`config.mk`:
```
export PLATFORM = sky130hd
export DESIGN_NAME = isp_flash_pin_sequencer_flat
export DESIGN_NICKNAME = d
export VERILOG_FILES = /design/src/ifps_pkg.sv /design/src/ifps_if.sv /design/src/ifps_regs.sv /design/src/ifps_core.sv /design/src/ifps_obuf.sv /design/src/isp_flash_pin_sequencer.sv /design/src/flat_wrapper.sv
export SDC_FILE = /design/constraint.sdc
export NUM_CORES = 1
export LEC_CHECK = 0
export BUFFER_PORTS_ARGS = -buffer_cell sky130_fd_sc_hd__buf_2
export CAP_MARGIN = 20
export CORE_MARGIN = 4
export CORE_UTILIZATION = 40
export CTS_BUF_LIST = sky130_fd_sc_hd__clkbuf_4 sky130_fd_sc_hd__clkbuf_8
export DETAILED_ROUTE_END_ITERATION = 6
export HOLD_SLACK_MARGIN = 0.06
export PLACE_DENSITY = 0.67
export SYNTH_ARGS = -nofsm -noshare
export SYNTH_HDL_FRONTEND = slang
export SYNTH_HIERARCHICAL = 1
export SYNTH_SLANG_ARGS = --single-unit
```
`constraint.sdc`:
```
create_clock -name clk_i -period 5.3 [get_ports clk_i]
set_input_delay 1.59 -clock clk_i [delete_from_list [all_inputs] [get_ports clk_i]]
set_output_delay 1.59 -clock clk_i [all_outputs]
set_load 0.01 [all_outputs]
```
`src/ifps_pkg.sv`:
```
`timescale 1ns / 1ps

package ifps_pkg;

  // Field widths of the channel words.
  localparam int unsigned AddrW      = 13;
  localparam int unsigned WordW      = 32;
  localparam int unsigned OpW        = 2;
  localparam int unsigned WaitW      = 16;
  localparam int unsigned ShortW     = 10;
  localparam int unsigned CountW     = 6;
  localparam int unsigned CfgIdxW    = 2;
  localparam int unsigned CfgDataW   = 16;

  localparam int unsigned AddressBitsDef = 13;

  // Operation codes.
  localparam logic [OpW-1:0] OpErase = 2'd0;
  localparam logic [OpW-1:0] OpRead  = 2'd1;
  localparam logic [OpW-1:0] OpWrite = 2'd2;

  // Configuration register indexes.
  localparam logic [CfgIdxW-1:0] CfgEraseWait    = 2'd0;
  localparam logic [CfgIdxW-1:0] CfgEraseSettle  = 2'd1;
  localparam logic [CfgIdxW-1:0] CfgWriteRecover = 2'd2;

  // Register reset values.
  localparam logic [WaitW-1:0]  EraseWaitRst    = 16'd25000;
  localparam logic [ShortW-1:0] EraseSettleRst  = 10'd150;
  localparam logic [ShortW-1:0] WriteRecoverRst = 10'd300;

  // Mode codes sent on RESETB.
  localparam logic [15:0] ModeErase = 16'h59F3;
  localparam logic [15:0] ModeRead  = 16'h6AC9;
  localparam logic [15:0] ModeWrite = 16'h62CD;

  // Bit and pulse counts.
  localparam logic [CountW-1:0] ModeBits   = 6'd16;
  localparam logic [CountW-1:0] FrameBits  = 6'd18;
  localparam logic [CountW-1:0] DataBits   = 6'd32;
  localparam logic [CountW-1:0] LoadPulses = 6'd6;
  localparam logic [CountW-1:0] ExitPulses = 6'd10;
  localparam logic [CountW-1:0] ProgSteps  = 6'd6;

  // Segment lengths in ticks.
  localparam logic [WaitW-1:0] LenBase      = 16'd3;
  localparam logic [WaitW-1:0] LenEraseSet  = 16'd7;
  localparam logic [WaitW-1:0] LenReadWait  = 16'd40;
  localparam logic [WaitW-1:0] LenLoad      = 16'd10;
  localparam logic [WaitW-1:0] LenOne       = 16'd1;

  typedef enum logic [5:0] {
    PhIdle = 6'd0,  PhMs   = 6'd1,  PhMh   = 6'd2,  PhMl   = 6'd3,
    PhAs   = 6'd4,  PhAh   = 6'd5,  PhAl   = 6'd6,  PhDs   = 6'd7,
    PhDh   = 6'd8,  PhDl   = 6'd9,  PhE1s  = 6'd10, PhE1h  = 6'd11,
    PhE1l  = 6'd12, PhE2s  = 6'd13, PhE2h  = 6'd14, PhE2l  = 6'd15,
    PhEw   = 6'd16, PhE3h  = 6'd17, PhE3l  = 6'd18, PhEs   = 6'd19,
    PhE4h  = 6'd20, PhE4l  = 6'd21, PhRw   = 6'd22, PhRlh  = 6'd23,
    PhRll  = 6'd24, PhRxl  = 6'd25, PhRxh  = 6'd26, PhWpl  = 6'd27,
    PhWph  = 6'd28, PhWfh  = 6'd29, PhWfl  = 6'd30, PhXs   = 6'd31,
    PhXh   = 6'd32, PhXl   = 6'd33, PhRec  = 6'd34
  } phase_e;

  typedef struct packed {
    phase_e             phase;
    logic [CountW-1:0]  bits;
  } step_t;

  typedef struct packed {
    logic [WaitW-1:0]  erase_wait;
    logic [ShortW-1:0] erase_settle;
    logic [ShortW-1:0] write_recover;
  } cfg_t;

  typedef struct packed {
    logic             start_req;
    logic [OpW-1:0]   operation;
    logic [AddrW-1:0] word_address;
    logic [WordW-1:0] write_word;
    logic             sda_sample;
  } item_t;

  typedef struct packed {
    logic             clock_pin;
    logic             data_pin;
    logic             data_drive;
    logic             reset_pin;
    logic             busy_res;
    logic             done_res;
    logic [WordW-1:0] read_word;
  } res_t;

  // Hold time of each program pulse half, walked from six steps left down to one.
  function automatic logic [3:0] prog_hold(logic [CountW-1:0] bits_left);
    logic [3:0] len;
    case (bits_left)
      6'd4:    len = 4'd6;
      6'd3:    len = 4'd12;
      default: len = 4'd3;
    endcase
    return len;
  endfunction

endpackage

```
`src/ifps_if.sv`:
```
`timescale 1ns / 1ps

interface ifps_item_if;
  logic                        valid;
  logic                        ready;
  logic                        start_req;
  logic [ifps_pkg::OpW-1:0]    operation;
  logic [ifps_pkg::AddrW-1:0]  word_address;
  logic [ifps_pkg::WordW-1:0]  write_word;
  logic                        sda_sample;

  modport source (output valid, start_req, operation, word_address, write_word, sda_sample,
                  input ready);
  modport sink (input valid, start_req, operation, word_address, write_word, sda_sample,
                output ready);
endinterface

interface ifps_res_if;
  logic                        valid;
  logic                        ready;
  logic                        clock_pin;
  logic                        data_pin;
  logic                        data_drive;
  logic                        reset_pin;
  logic                        busy_res;
  logic                        done_res;
  logic [ifps_pkg::WordW-1:0]  read_word;

  modport source (output valid, clock_pin, data_pin, data_drive, reset_pin, busy_res,
                  done_res, read_word, input ready);
  modport sink (input valid, clock_pin, data_pin, data_drive, reset_pin, busy_res,
                done_res, read_word, output ready);
endinterface

interface ifps_cfg_if;
  logic                          valid;
  logic                          ready;
  logic [ifps_pkg::CfgIdxW-1:0]  index;
  logic [ifps_pkg::CfgDataW-1:0] data;

  modport source (output valid, index, data, input ready);
  modport sink (input valid, index, data, output ready);
endinterface

```
`src/ifps_regs.sv`:
```
`timescale 1ns / 1ps

module ifps_regs (
  input  logic                clk_i,
  input  logic                rst_ni,
  ifps_cfg_if.sink            cfg_i,
  output ifps_pkg::cfg_t      cfg_o
);

  ifps_pkg::cfg_t cfg_q, cfg_d;

  assign cfg_i.ready = 1'b1;

  always_comb begin
    cfg_d = cfg_q;
    if (cfg_i.valid) begin
      case (cfg_i.index)
        ifps_pkg::CfgEraseWait:    cfg_d.erase_wait    = cfg_i.data;
        ifps_pkg::CfgEraseSettle:  cfg_d.erase_settle  = cfg_i.data[ifps_pkg::ShortW-1:0];
        ifps_pkg::CfgWriteRecover: cfg_d.write_recover = cfg_i.data[ifps_pkg::ShortW-1:0];
        default: ;
      endcase
    end
  end

  always_ff @(posedge clk_i or negedge rst_ni) begin
    if (!rst_ni) begin
      cfg_q.erase_wait    <= ifps_pkg::EraseWaitRst;
      cfg_q.erase_settle  <= ifps_pkg::EraseSettleRst;
      cfg_q.write_recover <= ifps_pkg::WriteRecoverRst;
    end else begin
      cfg_q <= cfg_d;
    end
  end

  assign cfg_o = cfg_q;

endmodule

```
`src/ifps_core.sv`:
```
`timescale 1ns / 1ps

module ifps_core #(
  parameter int unsigned ADDRESS_BITS = ifps_pkg::AddressBitsDef
) (
  input  logic             clk_i,
  input  logic             rst_ni,
  input  logic             accept_i,
  input  ifps_pkg::item_t  item_i,
  input  ifps_pkg::cfg_t   cfg_i,
  output ifps_pkg::res_t   res_o
);

  localparam int unsigned AW = ifps_pkg::AddrW;
  localparam logic [AW-1:0] AddrMask =
    (ADDRESS_BITS >= AW) ? {AW{1'b1}} : AW'((1 << ADDRESS_BITS) - 1);

  ifps_pkg::step_t                 step_q, step_d, cur;
  logic [ifps_pkg::WaitW-1:0]      wait_q, wait_d, wait_cur, wait_dec;
  logic [ifps_pkg::WordW-1:0]      shift_q, shift_d, shift_cur;
  logic [ifps_pkg::WordW-1:0]      read_q, read_d;
  logic [ifps_pkg::OpW-1:0]        op_q, op_cur;
  logic [AW-1:0]                   addr_q, addr_cur;
  logic                            start;
  logic                            done;
  ifps_pkg::step_t                 adv1, adv2;
  logic [ifps_pkg::WaitW-1:0]      len1;
  logic [15:0]                     mode_word;
  logic [4:0]                      bit_idx;
  logic [ifps_pkg::WordW-1:0]      mode_ext, frame_ext;

  // One transition of the pin sequence.
  function automatic ifps_pkg::step_t advance(ifps_pkg::step_t s, logic [1:0] op);
    ifps_pkg::step_t n;
    n = s;
    case (s.phase)
      ifps_pkg::PhMs: n.phase = ifps_pkg::PhMh;
      ifps_pkg::PhMh: n.phase = ifps_pkg::PhMl;
      ifps_pkg::PhMl: begin
        if (s.bits > 6'd1) begin
          n.bits  = s.bits - 6'd1;
          n.phase = ifps_pkg::PhMs;
        end else if (op == ifps_pkg::OpErase) begin
          n.phase = ifps_pkg::PhE1s;
        end else begin
          n.bits  = ifps_pkg::FrameBits;
          n.phase = ifps_pkg::PhAs;
        end
      end
      ifps_pkg::PhAs: n.phase = ifps_pkg::PhAh;
      ifps_pkg::PhAh: n.phase = ifps_pkg::PhAl;
      ifps_pkg::PhAl: begin
        if (s.bits > 6'd1) begin
          n.bits  = s.bits - 6'd1;
          n.phase = ifps_pkg::PhAs;
        end else if (op == ifps_pkg::OpRead) begin
          n.phase = ifps_pkg::PhRw;
        end else begin
          n.bits  = ifps_pkg::DataBits;
          n.phase = ifps_pkg::PhDs;
        end
      end
      ifps_pkg::PhDs: n.phase = ifps_pkg::PhDh;
      ifps_pkg::PhDh: n.phase = ifps_pkg::PhDl;
      ifps_pkg::PhDl: begin
        if (s.bits > 6'd1) begin
          n.bits  = s.bits - 6'd1;
          n.phase = ifps_pkg::PhDs;
        end else begin
          n.bits  = ifps_pkg::ProgSteps;
          n.phase = ifps_pkg::PhWpl;
        end
      end
      ifps_pkg::PhE1s: n.phase = ifps_pkg::PhE1h;
      ifps_pkg::PhE1h: n.phase = ifps_pkg::PhE1l;
      ifps_pkg::PhE1l: n.phase = ifps_pkg::PhE2s;
      ifps_pkg::PhE2s: n.phase = ifps_pkg::PhE2h;
      ifps_pkg::PhE2h: n.phase = ifps_pkg::PhE2l;
      ifps_pkg::PhE2l: n.phase = ifps_pkg::PhEw;
      ifps_pkg::PhEw:  n.phase = ifps_pkg::PhE3h;
      ifps_pkg::PhE3h: n.phase = ifps_pkg::PhE3l;
      ifps_pkg::PhE3l: n.phase = ifps_pkg::PhEs;
      ifps_pkg::PhEs:  n.phase = ifps_pkg::PhE4h;
      ifps_pkg::PhE4h: n.phase = ifps_pkg::PhE4l;
      ifps_pkg::PhE4l: n.phase = ifps_pkg::PhXs;
      ifps_pkg::PhRw: begin
        n.bits  = ifps_pkg::LoadPulses;
        n.phase = ifps_pkg::PhRlh;
      end
      ifps_pkg::PhRlh: n.phase = ifps_pkg::PhRll;
      ifps_pkg::PhRll: begin
        if (s.bits > 6'd1) begin
          n.bits  = s.bits - 6'd1;
          n.phase = ifps_pkg::PhRlh;
        end else begin
          n.bits  = ifps_pkg::DataBits;
          n.phase = ifps_pkg::PhRxl;
        end
      end
      ifps_pkg::PhRxl: n.phase = ifps_pkg::PhRxh;
      ifps_pkg::PhRxh: begin
        if (s.bits > 6'd1) begin
          n.bits  = s.bits - 6'd1;
          n.phase = ifps_pkg::PhRxl;
        end else begin
          n.phase = ifps_pkg::PhXs;
        end
      end
      ifps_pkg::PhWpl: n.phase = ifps_pkg::PhWph;
      ifps_pkg::PhWph: begin
        if (s.bits > 6'd1) begin
          n.bits  = s.bits - 6'd1;
          n.phase = ifps_pkg::PhWpl;
        end else begin
          n.phase = ifps_pkg::PhWfh;
        end
      end
      ifps_pkg::PhWfh: n.phase = ifps_pkg::PhWfl;
      ifps_pkg::PhWfl: n.phase = ifps_pkg::PhXs;
      ifps_pkg::PhXs: begin
        n.bits  = ifps_pkg::ExitPulses;
        n.phase = ifps_pkg::PhXh;
      end
      ifps_pkg::PhXh: n.phase = ifps_pkg::PhXl;
      ifps_pkg::PhXl: begin
        if (s.bits > 6'd1) begin
          n.bits  = s.bits - 6'd1;
          n.phase = ifps_pkg::PhXh;
        end else if (op == ifps_pkg::OpWrite) begin
          n.phase = ifps_pkg::PhRec;
        end else begin
          n.phase = ifps_pkg::PhIdle;
        end
      end
      default: n.phase = ifps_pkg::PhIdle;
    endcase
    return n;
  endfunction

  // Length in ticks of the segment that a phase starts.
  function automatic logic [15:0] seg_len(ifps_pkg::step_t s, ifps_pkg::cfg_t c);
    logic [15:0] len;
    case (s.phase)
      ifps_pkg::PhE1s, ifps_pkg::PhE2s: len = ifps_pkg::LenEraseSet;
      ifps_pkg::PhEw:  len = c.erase_wait;
      ifps_pkg::PhEs:  len = 16'(c.erase_settle);
      ifps_pkg::PhRw:  len = ifps_pkg::LenReadWait;
      ifps_pkg::PhRlh, ifps_pkg::PhRll: len = ifps_pkg::LenLoad;
      ifps_pkg::PhRxl, ifps_pkg::PhRxh, ifps_pkg::PhWfh, ifps_pkg::PhWfl:
        len = ifps_pkg::LenOne;
      ifps_pkg::PhWpl, ifps_pkg::PhWph: len = 16'(ifps_pkg::prog_hold(s.bits));
      ifps_pkg::PhRec: len = 16'(c.write_recover);
      ifps_pkg::PhIdle: len = 16'd0;
      default: len = ifps_pkg::LenBase;
    endcase
    return len;
  endfunction

  // A start taken while idle makes this tick the first tick of the sequence.
  always_comb begin
    start = (step_q.phase == ifps_pkg::PhIdle) && item_i.start_req &&
            (item_i.operation inside {ifps_pkg::OpErase, ifps_pkg::OpRead,
                                      ifps_pkg::OpWrite});
    if (start) begin
      cur.phase = ifps_pkg::PhMs;
      cur.bits  = ifps_pkg::ModeBits;
      wait_cur  = ifps_pkg::LenBase;
      op_cur    = item_i.operation;
      addr_cur  = item_i.word_address & AddrMask;
      shift_cur = (item_i.operation == ifps_pkg::OpWrite) ? item_i.write_word : '0;
    end else begin
      cur       = step_q;
      wait_cur  = wait_q;
      op_cur    = op_q;
      addr_cur  = addr_q;
      shift_cur = shift_q;
    end
  end

  // Next state.
  always_comb begin
    shift_d = shift_cur;
    read_d  = read_q;
    if (cur.phase == ifps_pkg::PhRxh) begin
      shift_d = {shift_cur[ifps_pkg::WordW-2:0], item_i.sda_sample};
      if (cur.bits == 6'd1) begin
        read_d = shift_d;
      end
    end

    wait_dec = (wait_cur != '0) ? wait_cur - 16'd1 : '0;
    adv1     = advance(cur, op_cur);
    len1     = seg_len(adv1, cfg_i);
    // Only the long waits and the write recovery can be zero; the long waits are
    // followed by a segment that is never empty and the recovery by idle, so one extra hop suffices.
    adv2     = advance(adv1, op_cur);

    step_d = cur;
    wait_d = wait_cur;
    done   = 1'b0;
    if (cur.phase != ifps_pkg::PhIdle) begin
      wait_d = wait_dec;
      if (wait_dec == '0) begin
        if (len1 == '0 && adv1.phase != ifps_pkg::PhIdle) begin
          step_d = adv2;
          wait_d = seg_len(adv2, cfg_i);
        end else begin
          step_d = adv1;
          wait_d = len1;
        end
        done = (step_d.phase == ifps_pkg::PhIdle);
      end
    end
  end

  // Pin levels for this tick.
  always_comb begin
    case (op_cur)
      ifps_pkg::OpErase: mode_word = ifps_pkg::ModeErase;
      ifps_pkg::OpRead:  mode_word = ifps_pkg::ModeRead;
      default:           mode_word = ifps_pkg::ModeWrite;
    endcase
    bit_idx   = 5'(cur.bits - 6'd1);
    mode_ext  = 32'(mode_word);
    frame_ext = 32'({addr_cur, 1'b0});

    res_o            = '0;
    res_o.read_word  = read_d;
    res_o.done_res   = done;
    if (cur.phase != ifps_pkg::PhIdle) begin
      res_o.busy_res   = 1'b1;
      res_o.data_drive = 1'b1;
      case (cur.phase)
        ifps_pkg::PhMh, ifps_pkg::PhAh, ifps_pkg::PhDh, ifps_pkg::PhE1h,
        ifps_pkg::PhE2h, ifps_pkg::PhE3h, ifps_pkg::PhE4h, ifps_pkg::PhRlh,
        ifps_pkg::PhRxh, ifps_pkg::PhWph, ifps_pkg::PhWfh, ifps_pkg::PhXh:
          res_o.clock_pin = 1'b1;
        ifps_pkg::PhXs:
          res_o.clock_pin = (op_cur == ifps_pkg::OpRead);
        default: res_o.clock_pin = 1'b0;
      endcase
      case (cur.phase)
        ifps_pkg::PhMs, ifps_pkg::PhMh, ifps_pkg::PhMl: begin
          res_o.reset_pin = mode_ext[bit_idx];
          res_o.data_pin  = 1'b1;
        end
        ifps_pkg::PhAs, ifps_pkg::PhAh, ifps_pkg::PhAl:
          res_o.data_pin = frame_ext[bit_idx];
        ifps_pkg::PhDs, ifps_pkg::PhDh, ifps_pkg::PhDl:
          res_o.data_pin = shift_cur[bit_idx];
        ifps_pkg::PhE1s, ifps_pkg::PhE1h, ifps_pkg::PhE1l, ifps_pkg::PhE2s,
        ifps_pkg::PhE2h, ifps_pkg::PhE2l, ifps_pkg::PhEw, ifps_pkg::PhE3h,
        ifps_pkg::PhE3l, ifps_pkg::PhEs, ifps_pkg::PhE4h, ifps_pkg::PhE4l,
        ifps_pkg::PhWpl, ifps_pkg::PhWph, ifps_pkg::PhWfh, ifps_pkg::PhWfl:
          res_o.data_pin = 1'b1;
        ifps_pkg::PhRxl, ifps_pkg::PhRxh:
          res_o.data_drive = 1'b0;
        default: res_o.data_pin = 1'b0;
      endcase
    end
  end

  always_ff @(posedge clk_i or negedge rst_ni) begin
    if (!rst_ni) begin
      step_q.phase <= ifps_pkg::PhIdle;
      step_q.bits  <= '0;
      wait_q       <= '0;
      shift_q      <= '0;
      op_q         <= '0;
      addr_q       <= '0;
      read_q       <= '0;
    end else if (accept_i) begin
      step_q  <= step_d;
      wait_q  <= wait_d;
      shift_q <= shift_d;
      op_q    <= op_cur;
      addr_q  <= addr_cur;
      read_q  <= read_d;
    end
  end

endmodule

```
`src/ifps_obuf.sv`:
```
`timescale 1ns / 1ps

module ifps_obuf (
  input  logic             clk_i,
  input  logic             rst_ni,
  input  logic             push_i,
  input  ifps_pkg::res_t   res_i,
  output logic             ready_o,
  ifps_res_if.source       res_o
);

  logic            out_valid_q, out_valid_d;
  logic            skid_valid_q, skid_valid_d;
  ifps_pkg::res_t  out_q, out_d, skid_q, skid_d;
  logic            pop;

  assign ready_o = !skid_valid_q;
  assign pop     = out_valid_q && res_o.ready;

  always_comb begin
    out_valid_d  = out_valid_q;
    skid_valid_d = skid_valid_q;
    out_d        = out_q;
    skid_d       = skid_q;
    if (out_valid_q && !pop) begin
      if (push_i) begin
        skid_valid_d = 1'b1;
        skid_d       = res_i;
      end
    end else if (skid_valid_q) begin
      out_valid_d  = 1'b1;
      out_d        = skid_q;
      skid_valid_d = 1'b0;
    end else begin
      out_valid_d = push_i;
      if (push_i) begin
        out_d = res_i;
      end
    end
  end

  always_ff @(posedge clk_i or negedge rst_ni) begin
    if (!rst_ni) begin
      out_valid_q  <= 1'b0;
      skid_valid_q <= 1'b0;
    end else begin
      out_valid_q  <= out_valid_d;
      skid_valid_q <= skid_valid_d;
    end
  end

  always_ff @(posedge clk_i) begin
    out_q  <= out_d;
    skid_q <= skid_d;
  end

  assign res_o.valid      = out_valid_q;
  assign res_o.clock_pin  = out_q.clock_pin;
  assign res_o.data_pin   = out_q.data_pin;
  assign res_o.data_drive = out_q.data_drive;
  assign res_o.reset_pin  = out_q.reset_pin;
  assign res_o.busy_res   = out_q.busy_res;
  assign res_o.done_res   = out_q.done_res;
  assign res_o.read_word  = out_q.read_word;

endmodule

```
`src/isp_flash_pin_sequencer.sv`:
```
`timescale 1ns / 1ps
// Each result word is registered in the output buffer, or in its skid entry while the result side stalls.
// Throughput: one tick word per cycle, sustained, while the result side keeps up;
// a two-entry output buffer keeps the input open until its skid entry fills during a result stall.
// Reset: rst_ni is asynchronous and active low; it returns the sequencer to idle,
// clears the read word and loads the timing registers with their defaults.

module isp_flash_pin_sequencer #(
  parameter int unsigned ADDRESS_BITS = ifps_pkg::AddressBitsDef
) (
  input  logic        clk_i,
  input  logic        rst_ni,
  ifps_item_if.sink   item_i,
  ifps_cfg_if.sink    cfg_i,
  ifps_res_if.source  res_o
);

  // Each tick word is one microsecond of the programming sequence. The core
  // holds the phase, the bit or pulse count and the tick countdown of the
  // current segment, and works out the pin levels for the tick and the next
  // state in one pass of logic. State only moves on an accepted word, so a
  // stalled input simply freezes the pin sequence.

  ifps_pkg::cfg_t   cfg;
  ifps_pkg::item_t  item;
  ifps_pkg::res_t   res;
  logic             in_ready;
  logic             accept;

  // Timing registers written through the configuration channel.
  ifps_regs u_regs (
    .clk_i  (clk_i),
    .rst_ni (rst_ni),
    .cfg_i  (cfg_i),
    .cfg_o  (cfg)
  );

  assign item.start_req    = item_i.start_req;
  assign item.operation    = item_i.operation;
  assign item.word_address = item_i.word_address;
  assign item.write_word   = item_i.write_word;
  assign item.sda_sample   = item_i.sda_sample;

  assign item_i.ready = in_ready;
  assign accept       = item_i.valid && in_ready;

  // Phase sequencer: mode code, address frame, data or read shift, erase and
  // program pulses, exit pulses and the write recovery time.
  ifps_core #(
    .ADDRESS_BITS (ADDRESS_BITS)
  ) u_core (
    .clk_i    (clk_i),
    .rst_ni   (rst_ni),
    .accept_i (accept),
    .item_i   (item),
    .cfg_i    (cfg),
    .res_o    (res)
  );

  // Result register with a skid entry behind it; the input is ready whenever
  // the skid entry is free.
  ifps_obuf u_obuf (
    .clk_i   (clk_i),
    .rst_ni  (rst_ni),
    .push_i  (accept),
    .res_i   (res),
    .ready_o (in_ready),
    .res_o   (res_o)
  );

endmodule

```
`src/flat_wrapper.sv`:
```
// flat-port wrapper written by rule: the top's interface ports become plain ports
module isp_flash_pin_sequencer_flat 
#(
  parameter int unsigned ADDRESS_BITS = ifps_pkg::AddressBitsDef
)
  (clk_i, rst_ni, item_i_valid, item_i_start_req, item_i_operation, item_i_word_address, item_i_write_word, item_i_sda_sample, item_i_ready, cfg_i_valid, cfg_i_index, cfg_i_data, cfg_i_ready, res_o_valid, res_o_clock_pin, res_o_data_pin, res_o_data_drive, res_o_reset_pin, res_o_busy_res, res_o_done_res, res_o_read_word, res_o_ready);
  ifps_item_if item_i_i ();
  ifps_cfg_if cfg_i_i ();
  ifps_res_if res_o_i ();
  input  logic clk_i;
  input  logic rst_ni;
  input wire logic [$bits(item_i_i.valid)-1:0] item_i_valid;
  input wire logic [$bits(item_i_i.start_req)-1:0] item_i_start_req;
  input wire logic [$bits(item_i_i.operation)-1:0] item_i_operation;
  input wire logic [$bits(item_i_i.word_address)-1:0] item_i_word_address;
  input wire logic [$bits(item_i_i.write_word)-1:0] item_i_write_word;
  input wire logic [$bits(item_i_i.sda_sample)-1:0] item_i_sda_sample;
  output wire logic [$bits(item_i_i.ready)-1:0] item_i_ready;
  input wire logic [$bits(cfg_i_i.valid)-1:0] cfg_i_valid;
  input wire logic [$bits(cfg_i_i.index)-1:0] cfg_i_index;
  input wire logic [$bits(cfg_i_i.data)-1:0] cfg_i_data;
  output wire logic [$bits(cfg_i_i.ready)-1:0] cfg_i_ready;
  output wire logic [$bits(res_o_i.valid)-1:0] res_o_valid;
  output wire logic [$bits(res_o_i.clock_pin)-1:0] res_o_clock_pin;
  output wire logic [$bits(res_o_i.data_pin)-1:0] res_o_data_pin;
  output wire logic [$bits(res_o_i.data_drive)-1:0] res_o_data_drive;
  output wire logic [$bits(res_o_i.reset_pin)-1:0] res_o_reset_pin;
  output wire logic [$bits(res_o_i.busy_res)-1:0] res_o_busy_res;
  output wire logic [$bits(res_o_i.done_res)-1:0] res_o_done_res;
  output wire logic [$bits(res_o_i.read_word)-1:0] res_o_read_word;
  input wire logic [$bits(res_o_i.ready)-1:0] res_o_ready;
  assign item_i_i.valid = item_i_valid;
  assign item_i_i.start_req = item_i_start_req;
  assign item_i_i.operation = item_i_operation;
  assign item_i_i.word_address = item_i_word_address;
  assign item_i_i.write_word = item_i_write_word;
  assign item_i_i.sda_sample = item_i_sda_sample;
  assign item_i_ready = item_i_i.ready;
  assign cfg_i_i.valid = cfg_i_valid;
  assign cfg_i_i.index = cfg_i_index;
  assign cfg_i_i.data = cfg_i_data;
  assign cfg_i_ready = cfg_i_i.ready;
  assign res_o_valid = res_o_i.valid;
  assign res_o_clock_pin = res_o_i.clock_pin;
  assign res_o_data_pin = res_o_i.data_pin;
  assign res_o_data_drive = res_o_i.data_drive;
  assign res_o_reset_pin = res_o_i.reset_pin;
  assign res_o_busy_res = res_o_i.busy_res;
  assign res_o_done_res = res_o_i.done_res;
  assign res_o_read_word = res_o_i.read_word;
  assign res_o_i.ready = res_o_ready;
  isp_flash_pin_sequencer #(.ADDRESS_BITS(ADDRESS_BITS)) u_core (.clk_i(clk_i), .rst_ni(rst_ni), .item_i(item_i_i), .cfg_i(cfg_i_i), .res_o(res_o_i));
endmodule
```
==> results of run 1 <==
per-stage QoR:
| step | TNS (ns) | std cells | util |
|---|---|---|---|
| floorplan | -0.0450 | 1328 | - |
| global route | 0 | 1924 | 0.473 |
| CTS | 0 | 1924 | 0.473 |
| detailed placement | 0 | 1848 | 0.444 |
| global placement | 0 | 1848 | 0.444 |
| finish | 0 | 1924 | 0.473 |
power groups by stage:
stage,clock (uW),sequential [uW],combinational [uW]
after floorplan,0,2220,1640
after CTS,1950,2250,2340
after global routing,2030,2290,2600
after global placement,0,2280,2320
after detailed placement,0,2290,2330
final,1890,2260,2380
worst paths after layout:
path / start / end / slack [ns] / cells after the start
setup / recovery: u_core/u_core/step_q[10] / u_core/u_obuf/res_o.done_res / 0.39 / 16
hold / removal: u_core/u_core/addr_q[4] / u_core/u_core/addr_q[4] / 0.50 / 1
setup reg to reg: u_core/u_core/step_q[10] / u_core/u_obuf/res_o.done_res / 0.39 / 16
hold reg to reg: u_core/u_core/addr_q[4] / u_core/u_core/addr_q[4] / 0.50 / 1
max in group asynchronous: rst_ni / u_core/u_regs/cfg_o[25] / 3.36 / 2
min in group asynchronous: rst_ni / u_core/u_regs/cfg_o[30] / 1.11 / 1
logic make-up after synthesis:
group | after synthesis | share of synthesized area
and+or+nand+nor | 415 | 0.164
AOI/OAI and AO/OA | 369 | 0.180
DFF | 221 | 0.447
muxes | 183 | 0.154
buffers and inverters | 124 | 0.0436
xor gates and xnor gates | 10 | 0.00660
adders and majority gates | 5 | 0.00471
other | 1 | 0.000283
sequential cells by signal (all words and copies together), names as in the netlist:
register	flops
u_core/u_obuf/res_o.busy_res	1
u_core/u_core/step_q	12
u_core/u_obuf/res_o.done_res	1
u_core/u_core/addr_q	13
u_core/u_obuf/res_o.clock_pin	1
u_core/u_core/wait_q	16
u_core/u_obuf/res_o.data_pin	1
u_core/u_core/shift_q	32
u_core/u_obuf/skid_q	38
u_core/u_obuf/res_o.valid	1
u_core/u_core/read_q	32
u_core/u_regs/cfg_o	36
u_core/u_obuf/res_o.read_word	32
u_core/u_obuf/res_o.reset_pin	1
u_core/u_core/op_q	2
u_core/u_obuf/skid_valid_q	1
u_core/u_obuf/res_o.data_drive	1
worst max-delay path, stage by stage, from the launching register on:
cell and delay, ns:
dfrtp_1 0.54, nor4b_1 0.87, and2_1 0.43, a211oi_1 0.10
buf_4 0.18, o21ai_0 0.18, a32o_1 0.15, a41oi_1 0.06
buf_4 0.23, ha_1 0.17, mux2i_1 0.15, buf_4 0.16
o211ai_1 0.11, or4_4 0.55, or3_1 0.40, a211oi_2 0.31
mux2_2 0.20
cells in the final DEF (no fill, tap or decap), types with 15 or more instances in the layout:
cell / n
o21ai_0: 88
buf_2: 110
clkbuf_4: 19
nor3_1: 32
a21oi_1: 123
mux2i_1: 22
nor4_1: 15
mux2_2: 160
clkbuf_8: 48
dfrtp_1: 130
and3_1: 32
nand3_1: 34
buf_4: 68
nor2_1: 106
edfxtp_1: 76
inv_1: 22
nand2_1: 85
area by class of cell:
type | count | area, um^2
Tap cell | 442 | 553
Multi-Input combinational cell | 983 | 6810
Clock inverter | 9 | 159
Clock buffer | 67 | 803
Inverter | 22 | 82.6
Sequential cell | 221 | 5930
Fill cell | 3086 | 17200
Timing Repair Buffer | 180 | 1090
layer usage:
metal,vias to the layer above,wire length [um],GRT usage,part of all wire
met1,5662,17400,0.295,0.43
met3,78,2940,0.0418,0.073
met4,0,1140,0.0646,0.028
met2,471,18800,0.355,0.47
li1,5279,-,-,-
met5,-,0,0.00137,0
==> results.cfg, run 1 <==
[die]
die_y_um = 190
num_rows = 66
die_w_um = 190
initial_core_util = 0.407
coreArea_um2 = 32600
ios = 113
dieArea_um2 = 36200

[logic_synthesis]
synth_top_cells_by_area = dfrtp_1 (25%), edfxtp_1 (17%), mux2_2 (14%)
seq_area_frac_synth = 0.447
synth_seq_cells = 221
syn_avg_cell_area_um2 = 9.99
ys_async_sr_fraction = 0.656
synth_most_common_cell = mux2_2
ys_top_cells_by_count = mux2_2 (160), dfrtp_1 (131), a21oi_1 (124)
ys_types = 92
synth_top_cell_area_share = 0.247
synth_flop_cell = dfrtp_1
syn-cell-area_um2 = 13300
synth_area_leader_cell = dfrtp_1
synth_warnings = 6
synth_cells = 1328
synth_edf_count = 76
synth_nets = 1405

[clock_tree]
cts_tree = yes
clkLatencyLatePin_ns = 0.55
clockBufferDepth = 3
hold_buffers = 0
path_clk_slew_ns = 0.06
cts_setup_buffers = 0
cts.sinks = 221
cts_root_buf = clkbuf_8
cts_htree_levels = 2
cts_buffers = 41
cts_resized = 0

[placement]
place_hpwl_mm = 28.4
place_area_um2 = 14500
dp_slack_ns = 0.107
place_congestion = 0.966
portBuffers = 111

[sta]
worst_pin_slew_ns = 1.06
maxSlewHeadroom = 0.296
finalHoldViolCount = 0
post-route-min-period_ns = 4.91
fin_ws_ns = 0.392
holdWs_ns = 0.503
rsz0062_at_grt = no
timing.final.crit_share = 0.926
max_freq_mhz = 204
slew_viol_final = 0
setup_viol = 0
fin_skew_ns = 0.0171

[routing]
first_pass_iters = 6
antenna_left = 0
post_drt_wl_per_cell_um = 20.9
drt_wl_total_mm = 40.3
drc = 0
drt_iter0_drc = 1390
vias_per_cell = 5.97
vias = 11500

[power]
power_density_nw_per_um2 = 423
p_leak_uw = 0.00647
power.total_uw = 6530
switchingPower_uw = 2390
ir_worst_vdd_v = 0.000250
pwr-share-clk = 0.289
p_comb_frac = 0.365
pwr-share-seq = 0.346
internal_power_uw = 4140
switching_share = 0.365

[worst_setup_path]
worst_setup_path_start_kind = register
cp_max_fo = 14
critPathCaptureType = register
crit_type = reg2reg
arrival_ns = 5.32
required_ns = 5.71

[cells_and_area]
diodes = 0
syn_to_final_growth_pct = 16.3
drive_above_1_share = 0.320
finalNetCount = 1526
design_area_um2 = 15400

[global_routing]
grt_util_all_layers = 0.217
grt_antenna_before_repair = 0
grt_max_degree = 90
grt.overflow.total = 0
grt_pass1_wl_mm = 63.5
first_global_vias = 11200

[run_status]
outcome = finished clean

[run]
max_cap_violations = 0

[hold_path]
hold_path.class = reg2reg
(Power assumes the default switching activity.)
==> run 2: changes to the inputs <==
MAX_ROUTING_LAYER = met4   (was not set)
REMOVE_ABC_BUFFERS = 1   (was not set)
==> run 2 against run 1 <==
Utilization fell by 0.29 points. Power is 3.0% lower. Global-route usage is 0.44 points higher. Highest routed layer unchanged.
==> results.cfg, run 2 (synthesis results as in run 1) <==
[cells_and_area]
final_cells = 1924
finish.utilization = 0.470
regArea_um2 = 5930
regMostFlops = u_core/u_obuf/skid_q
layout_common_cells = mux2_2 (160), dfrtp_1 (130), a21oi_1 (123), buf_2 (110), nor2_1 (107)
multi_input_area_um2 = 6810
layout.cells.most_common = mux2_2
finalNetCount = 1528
fillers = 3083
diodes = 0
drive_above_1_share = 0.314
largest_reg_flops = 38
syn_to_final_growth_pct = 15.6

[sta]
fin_skew_ns = 0.0432
maxSlewHeadroom = 0.284
rsz0062_at_grt = no
timing.final.crit_share = 0.906
worst_pin_slew_ns = 1.07
setup_viol = 0
fin_ws_ns = 0.498
max_freq_mhz = 208
slew_viol_final = 0
finalHoldViolCount = 0
post-route-min-period_ns = 4.80

[worst_setup_path]
arrival_ns = 5.20
required_ns = 5.69
r2r-start = u_core/u_core/step_q[10]
reg2reg_to = u_core/u_obuf/res_o.done_res
cp_max_fo = 11
critPathCaptureType = register
r2r_slack_ns = 0.50
worst_setup_path_start_kind = register
critPathLaunch = u_core/u_core/step_q[10]
r2r_cells = 14
crit_type = reg2reg

[power]
power_density_nw_per_um2 = 413
switching_share = 0.376
pwr-share-seq = 0.357
p_leak_uw = 0.00643
p_comb_frac = 0.377
switchingPower_uw = 2390
power.total_uw = 6340
internal_power_uw = 3950
pwr-share-clk = 0.266
ir_worst_vdd_v = 0.000179

[hold_path]
hold_depth = 1
hp-start = u_core/u_obuf/skid_q[25]
hold_path.class = reg2reg
hold_end = u_core/u_obuf/res_o.read_word[25]

[global_routing]
grt_antenna_before_repair = 0
grt_pass1_wl_mm = 63.0
grt_util_all_layers = 0.222
first_global_vias = 11100
grt_max_degree = 110
grt.overflow.total = 0

[routing]
first_pass_iters = 5
vias_per_cell = 5.97
drt_wl_total_mm = 39.8
antenna_left = 0
post_drt_wl_per_cell_um = 20.7
vias = 11500
drc = 0
drt_iter0_drc = 1282

[clock_tree]
cts.sinks = 221
cts_buffers = 39
cts_setup_buffers = 0
cts_htree_levels = 2
clockBufferDepth = 3
path_clk_slew_ns = 0.06
cts_resized = 0
cts_tree = yes
clkLatencyLatePin_ns = 0.56
hold_buffers = 0
cts_root_buf = clkbuf_8

[placement]
portBuffers = 111
dp_slack_ns = 0.0784
place_hpwl_mm = 28.0
placed_cells = 1851
place_congestion = 1.04

[die]
coreArea_um2 = 32600
ios = 113
die_w_um = 190
initial_core_util = 0.407
dieArea_um2 = 36200
num_rows = 66
die_y_um = 190

[run_status]
outcome = finished clean

[run]
max_cap_violations = 0
[run 2: changes by cell type in the layout (fill, tap and decap cells not counted), sizes merged]
cell	change
clkinv	+13
inv	+3
buf	+4
clkinvlp	+1
clkbuf	-21
[run 2: how the worst max path moves through the flow]
stage                     slack [ns]  depth (start not counted)                          endpoint
after detailed placement        0.08                         12      u_core/u_obuf/res_o.done_res
after floorplan                -2.03                          5  u_core/u_obuf/res_o.read_word[0]
after global placement          0.14                         17      u_core/u_obuf/res_o.done_res
final                           0.50                         14      u_core/u_obuf/res_o.done_res
after global routing            0.24                         16      u_core/u_obuf/res_o.done_res
after CTS                       0.54                         16      u_core/u_obuf/res_o.done_res
[run 2: final cells by class]
cell class / count / area share
well taps: 442 / 0.0361
clock buffers: 46 / 0.0388
flip-flops and latches: 221 / 0.387
repair buffers: 184 / 0.0737
inverters: 22 / 0.00538
clock inverters: 26 / 0.0157
multi-input cells: 983 / 0.444
[run 2: per-layer routing]
layer	vias up	GRT usage	part of all wire
met1	5653	0.305	0.45
met2	467	0.344	0.46
li1	5273	-	-
met3	85	0.0363	0.069
met5	-	-	0
met4	0	0.0608	0.024
[run 2: power groups by stage]
stage / combinational [uW] / sequential [uW] / clock [uW]
after floorplan: 1430 / 2330 / 0
after global placement: 2320 / 2270 / 0
after detailed placement: 2320 / 2290 / 0
after CTS: 2340 / 2260 / 1730
after global routing: 2590 / 2290 / 1820
final: 2390 / 2260 / 1690
[run 2: per-stage QoR]
step | area [um^2] | TNS [ns] | hold slack (ns)
2_1_floorplan | 12800 | -201.29 | 0.474
3_3_place_gp | 14500 | 0 | 0.485
3_5_place_dp | 14500 | 0 | 0.492
4_1_cts | 15300 | 0 | 0.501
5_1_grt | 15300 | 0 | 0.505
6_report | 15300 | 0 | 0.501
[run 2: worst max-delay path, cell delays in order, from the launching register on]
cell and delay (ns):
dfrtp_1 0.58, nor2_1 0.86, nand2_1 0.15, o2111ai_1 0.46, o21ai_0 0.18, o21ai_0 0.10, a32oi_1 0.14, buf_4 0.21
ha_1 0.19, mux2i_1 0.24, o211ai_1 0.15, or4_4 0.54, or3_1 0.40, a211oi_2 0.28, mux2_2 0.19
==> run 3: changes to the inputs <==
ABC_AREA = 1   (was not set)
==> run 3 against run 2 <==
The run now ends with design-rule violations left. Wire length is 12% higher. Final cell count grew 29%. First-iteration DRC count down 8.7%. Critical path depth rose by 15. Synthesized cell count increased by 41%. Worst hold slack worse by 0.038 ns. Count of clock-buffer cells in the layout grew 15. Largest power group unchanged.
==> results.cfg, run 3 <==
[cells_and_area]
largest_reg_flops = 38
drive_above_1_share = 0.191
fillers = 3405
finish.utilization = 0.471
finalNetCount = 2081
syn_to_final_growth_pct = 15.4
diodes = 0
layout.cells.most_common = nand2_1
layout_common_cells = nand2_1 (616), nor2_1 (179), inv_1 (148), dfrtp_1 (131), o21ai_0 (126)
regMostFlops = u_core/u_obuf/skid_q

[worst_setup_path]
required_ns = 5.78
critPathCaptureType = register
crit_type = in2reg
cp_max_fo = 11
worst_setup_path_start_kind = input port
arrival_ns = 5.12
max_stage_delay_ns = 0.35
cp_common_cell = nand2_1
r2r_cells = 28
cp_slowest_cell = or2_2

[clock_tree]
cts_root_buf = clkbuf_8
clkLatencyLatePin_ns = 0.59
cts_setup_buffers = 0
cts.sinks = 221
hold_buffers = 0
path_clk_slew_ns = 0.06
clockBufferDepth = 3
cts_resized = 0
cts_tree = yes
cts_buffers = 40
cts_htree_levels = 2

[sta]
max_freq_mhz = 216
slew_viol_final = 0
timing.final.crit_share = 0.875
post-route-min-period_ns = 4.64
rsz0062_at_grt = no
maxSlewHeadroom = 0.428
fin_skew_ns = 0.0419
worst_pin_slew_ns = 0.858
setup_viol = 0
finalHoldViolCount = 0

[die]
die_w_um = 193
coreArea_um2 = 33700
num_rows = 67
dieArea_um2 = 37400
die_y_um = 193
ios = 113
initial_core_util = 0.408

[power]
p_leak_uw = 0.00788
ir_worst_vdd_v = 0.000197
power.total_uw = 6880
power_density_nw_per_um2 = 434

[logic_synthesis]
synth_warnings = 6
syn_avg_cell_area_um2 = 7.36
seq_area_frac_synth = 0.431
synth_flop_cell = dfrtp_1
ys_top_cells_by_count = nand2_1 (616), nor2_1 (182), inv_1 (149)
synth_cells = 1869
synth_most_common_cell = nand2_1
ys_async_sr_fraction = 0.656
syn-cell-area_um2 = 13800
synth_seq_cells = 221
synth_top_cell_area_share = 0.238
synth_area_leader_cell = dfrtp_1
synth_top_cells_by_area = dfrtp_1 (24%), nand2_1 (17%), edfxtp_1 (17%)
ys_types = 65
synth_edf_count = 76

[global_routing]
grt_antenna_before_repair = 0
grt_pass1_wl_mm = 72.0
grt_max_degree = 87
first_global_vias = 12900
grt_util_all_layers = 0.242
grt.overflow.total = 0

[routing]
first_pass_iters = 7
post_drt_wl_per_cell_um = 17.9
drt_iter0_drc = 1170
drc = 9
antenna_left = 0
vias = 13200
drt_wl_total_mm = 44.5
vias_per_cell = 5.31

[placement]
place_congestion = 0.960
place_hpwl_mm = 32.3
portBuffers = 111

[run]
max_cap_violations = 0

[run_status]
violations = design-rule violations
outcome = finished, violations left

[hold_path]
hold_depth = 2
hold_path.class = reg2reg
[run 3: cell type report]
| class | count | area [um^2] | area share |
|---|---|---|---|
| multi-input cells | 1391 | 6760 | 0.426 |
| flip-flops and latches | 221 | 5930 | 0.373 |
| repair buffers | 177 | 1080 | 0.0682 |
| clock buffers | 61 | 746 | 0.0470 |
| inverters | 173 | 658 | 0.0415 |
| well taps | 448 | 561 | 0.0353 |
| clock inverters | 13 | 140 | 0.00883 |
[run 3: critical path, delay by kind of cell]
family	cells	cell delay (ns)
AO/OA/AOI/OAI	4	0.67
adder cells (fa/ha/maj)	1	0.25
buffers and inverters	2	0.21
AND/OR/NAND/NOR	22	2.39
[run 3: worst paths after layout]
| path | start | endpoint | slack [ns] |
|---|---|---|---|
| min in group asynchronous | rst_ni | u_core/u_regs/cfg_o[13] | 1.07 |
| max in group asynchronous | rst_ni | u_core/u_core/shift_q[7] | 3.38 |
| max reg2reg | u_core/u_core/step_q[11] | u_core/u_core/wait_q[0] | 0.94 |
| min | u_core/u_regs/cfg_o[28] | u_core/u_regs/cfg_o[28] | 0.46 |
| min reg2reg | u_core/u_regs/cfg_o[28] | u_core/u_regs/cfg_o[28] | 0.46 |
| max | item_i_operation[0] | u_core/u_core/wait_q[0] | 0.66 |
[run 3: routing by layer]
layer	wire [um]	GRT usage
met3	2900	0.0362
met5	0	-
met2	20200	0.370
met1	20000	0.330
met4	1390	0.0831
[run 3: metrics by stage]
stage / setup slack, ns / area, um^2 / hold slack [ns] / instances / TNS (ns)
after floorplan: -0.427 / 13300 / 0.442 / 1785 / -33.48
after global placement: 0.139 / 15000 / 0.452 / 2410 / 0
after detailed placement: 0.112 / 15000 / 0.453 / 2410 / 0
after CTS: 0.744 / 15900 / 0.462 / 2484 / 0
after global routing: 0.231 / 15900 / 0.472 / 2484 / 0
final: 0.661 / 15900 / 0.463 / 2484 / 0
[run 3: power breakdown]
group | switching [uW] | leakage [uW] | internal (uW)
Combinational | 1950 | 0.00483 | 909
Sequential | 141 | 0.00259 | 2110
Clock | 759 | 0.000459 | 1010
Total | 2850 | 0.00788 | 4030
[run 3: logic make-up (layout without fill, tap and decap cells)]
kind of cell             after synthesis  after routing  synth area share
other                                  1              1          0.000273
AND/OR/NAND/NOR                     1086           1086             0.357
buffers and inverters                257            424            0.0793
AO/OA/AOI/OAI                        280            280             0.115
flip-flops                           221            221             0.431
XOR/XNOR                              10             10           0.00637
multiplexers                           9              9           0.00737
adder cells (fa/ha/maj)                5              5           0.00455
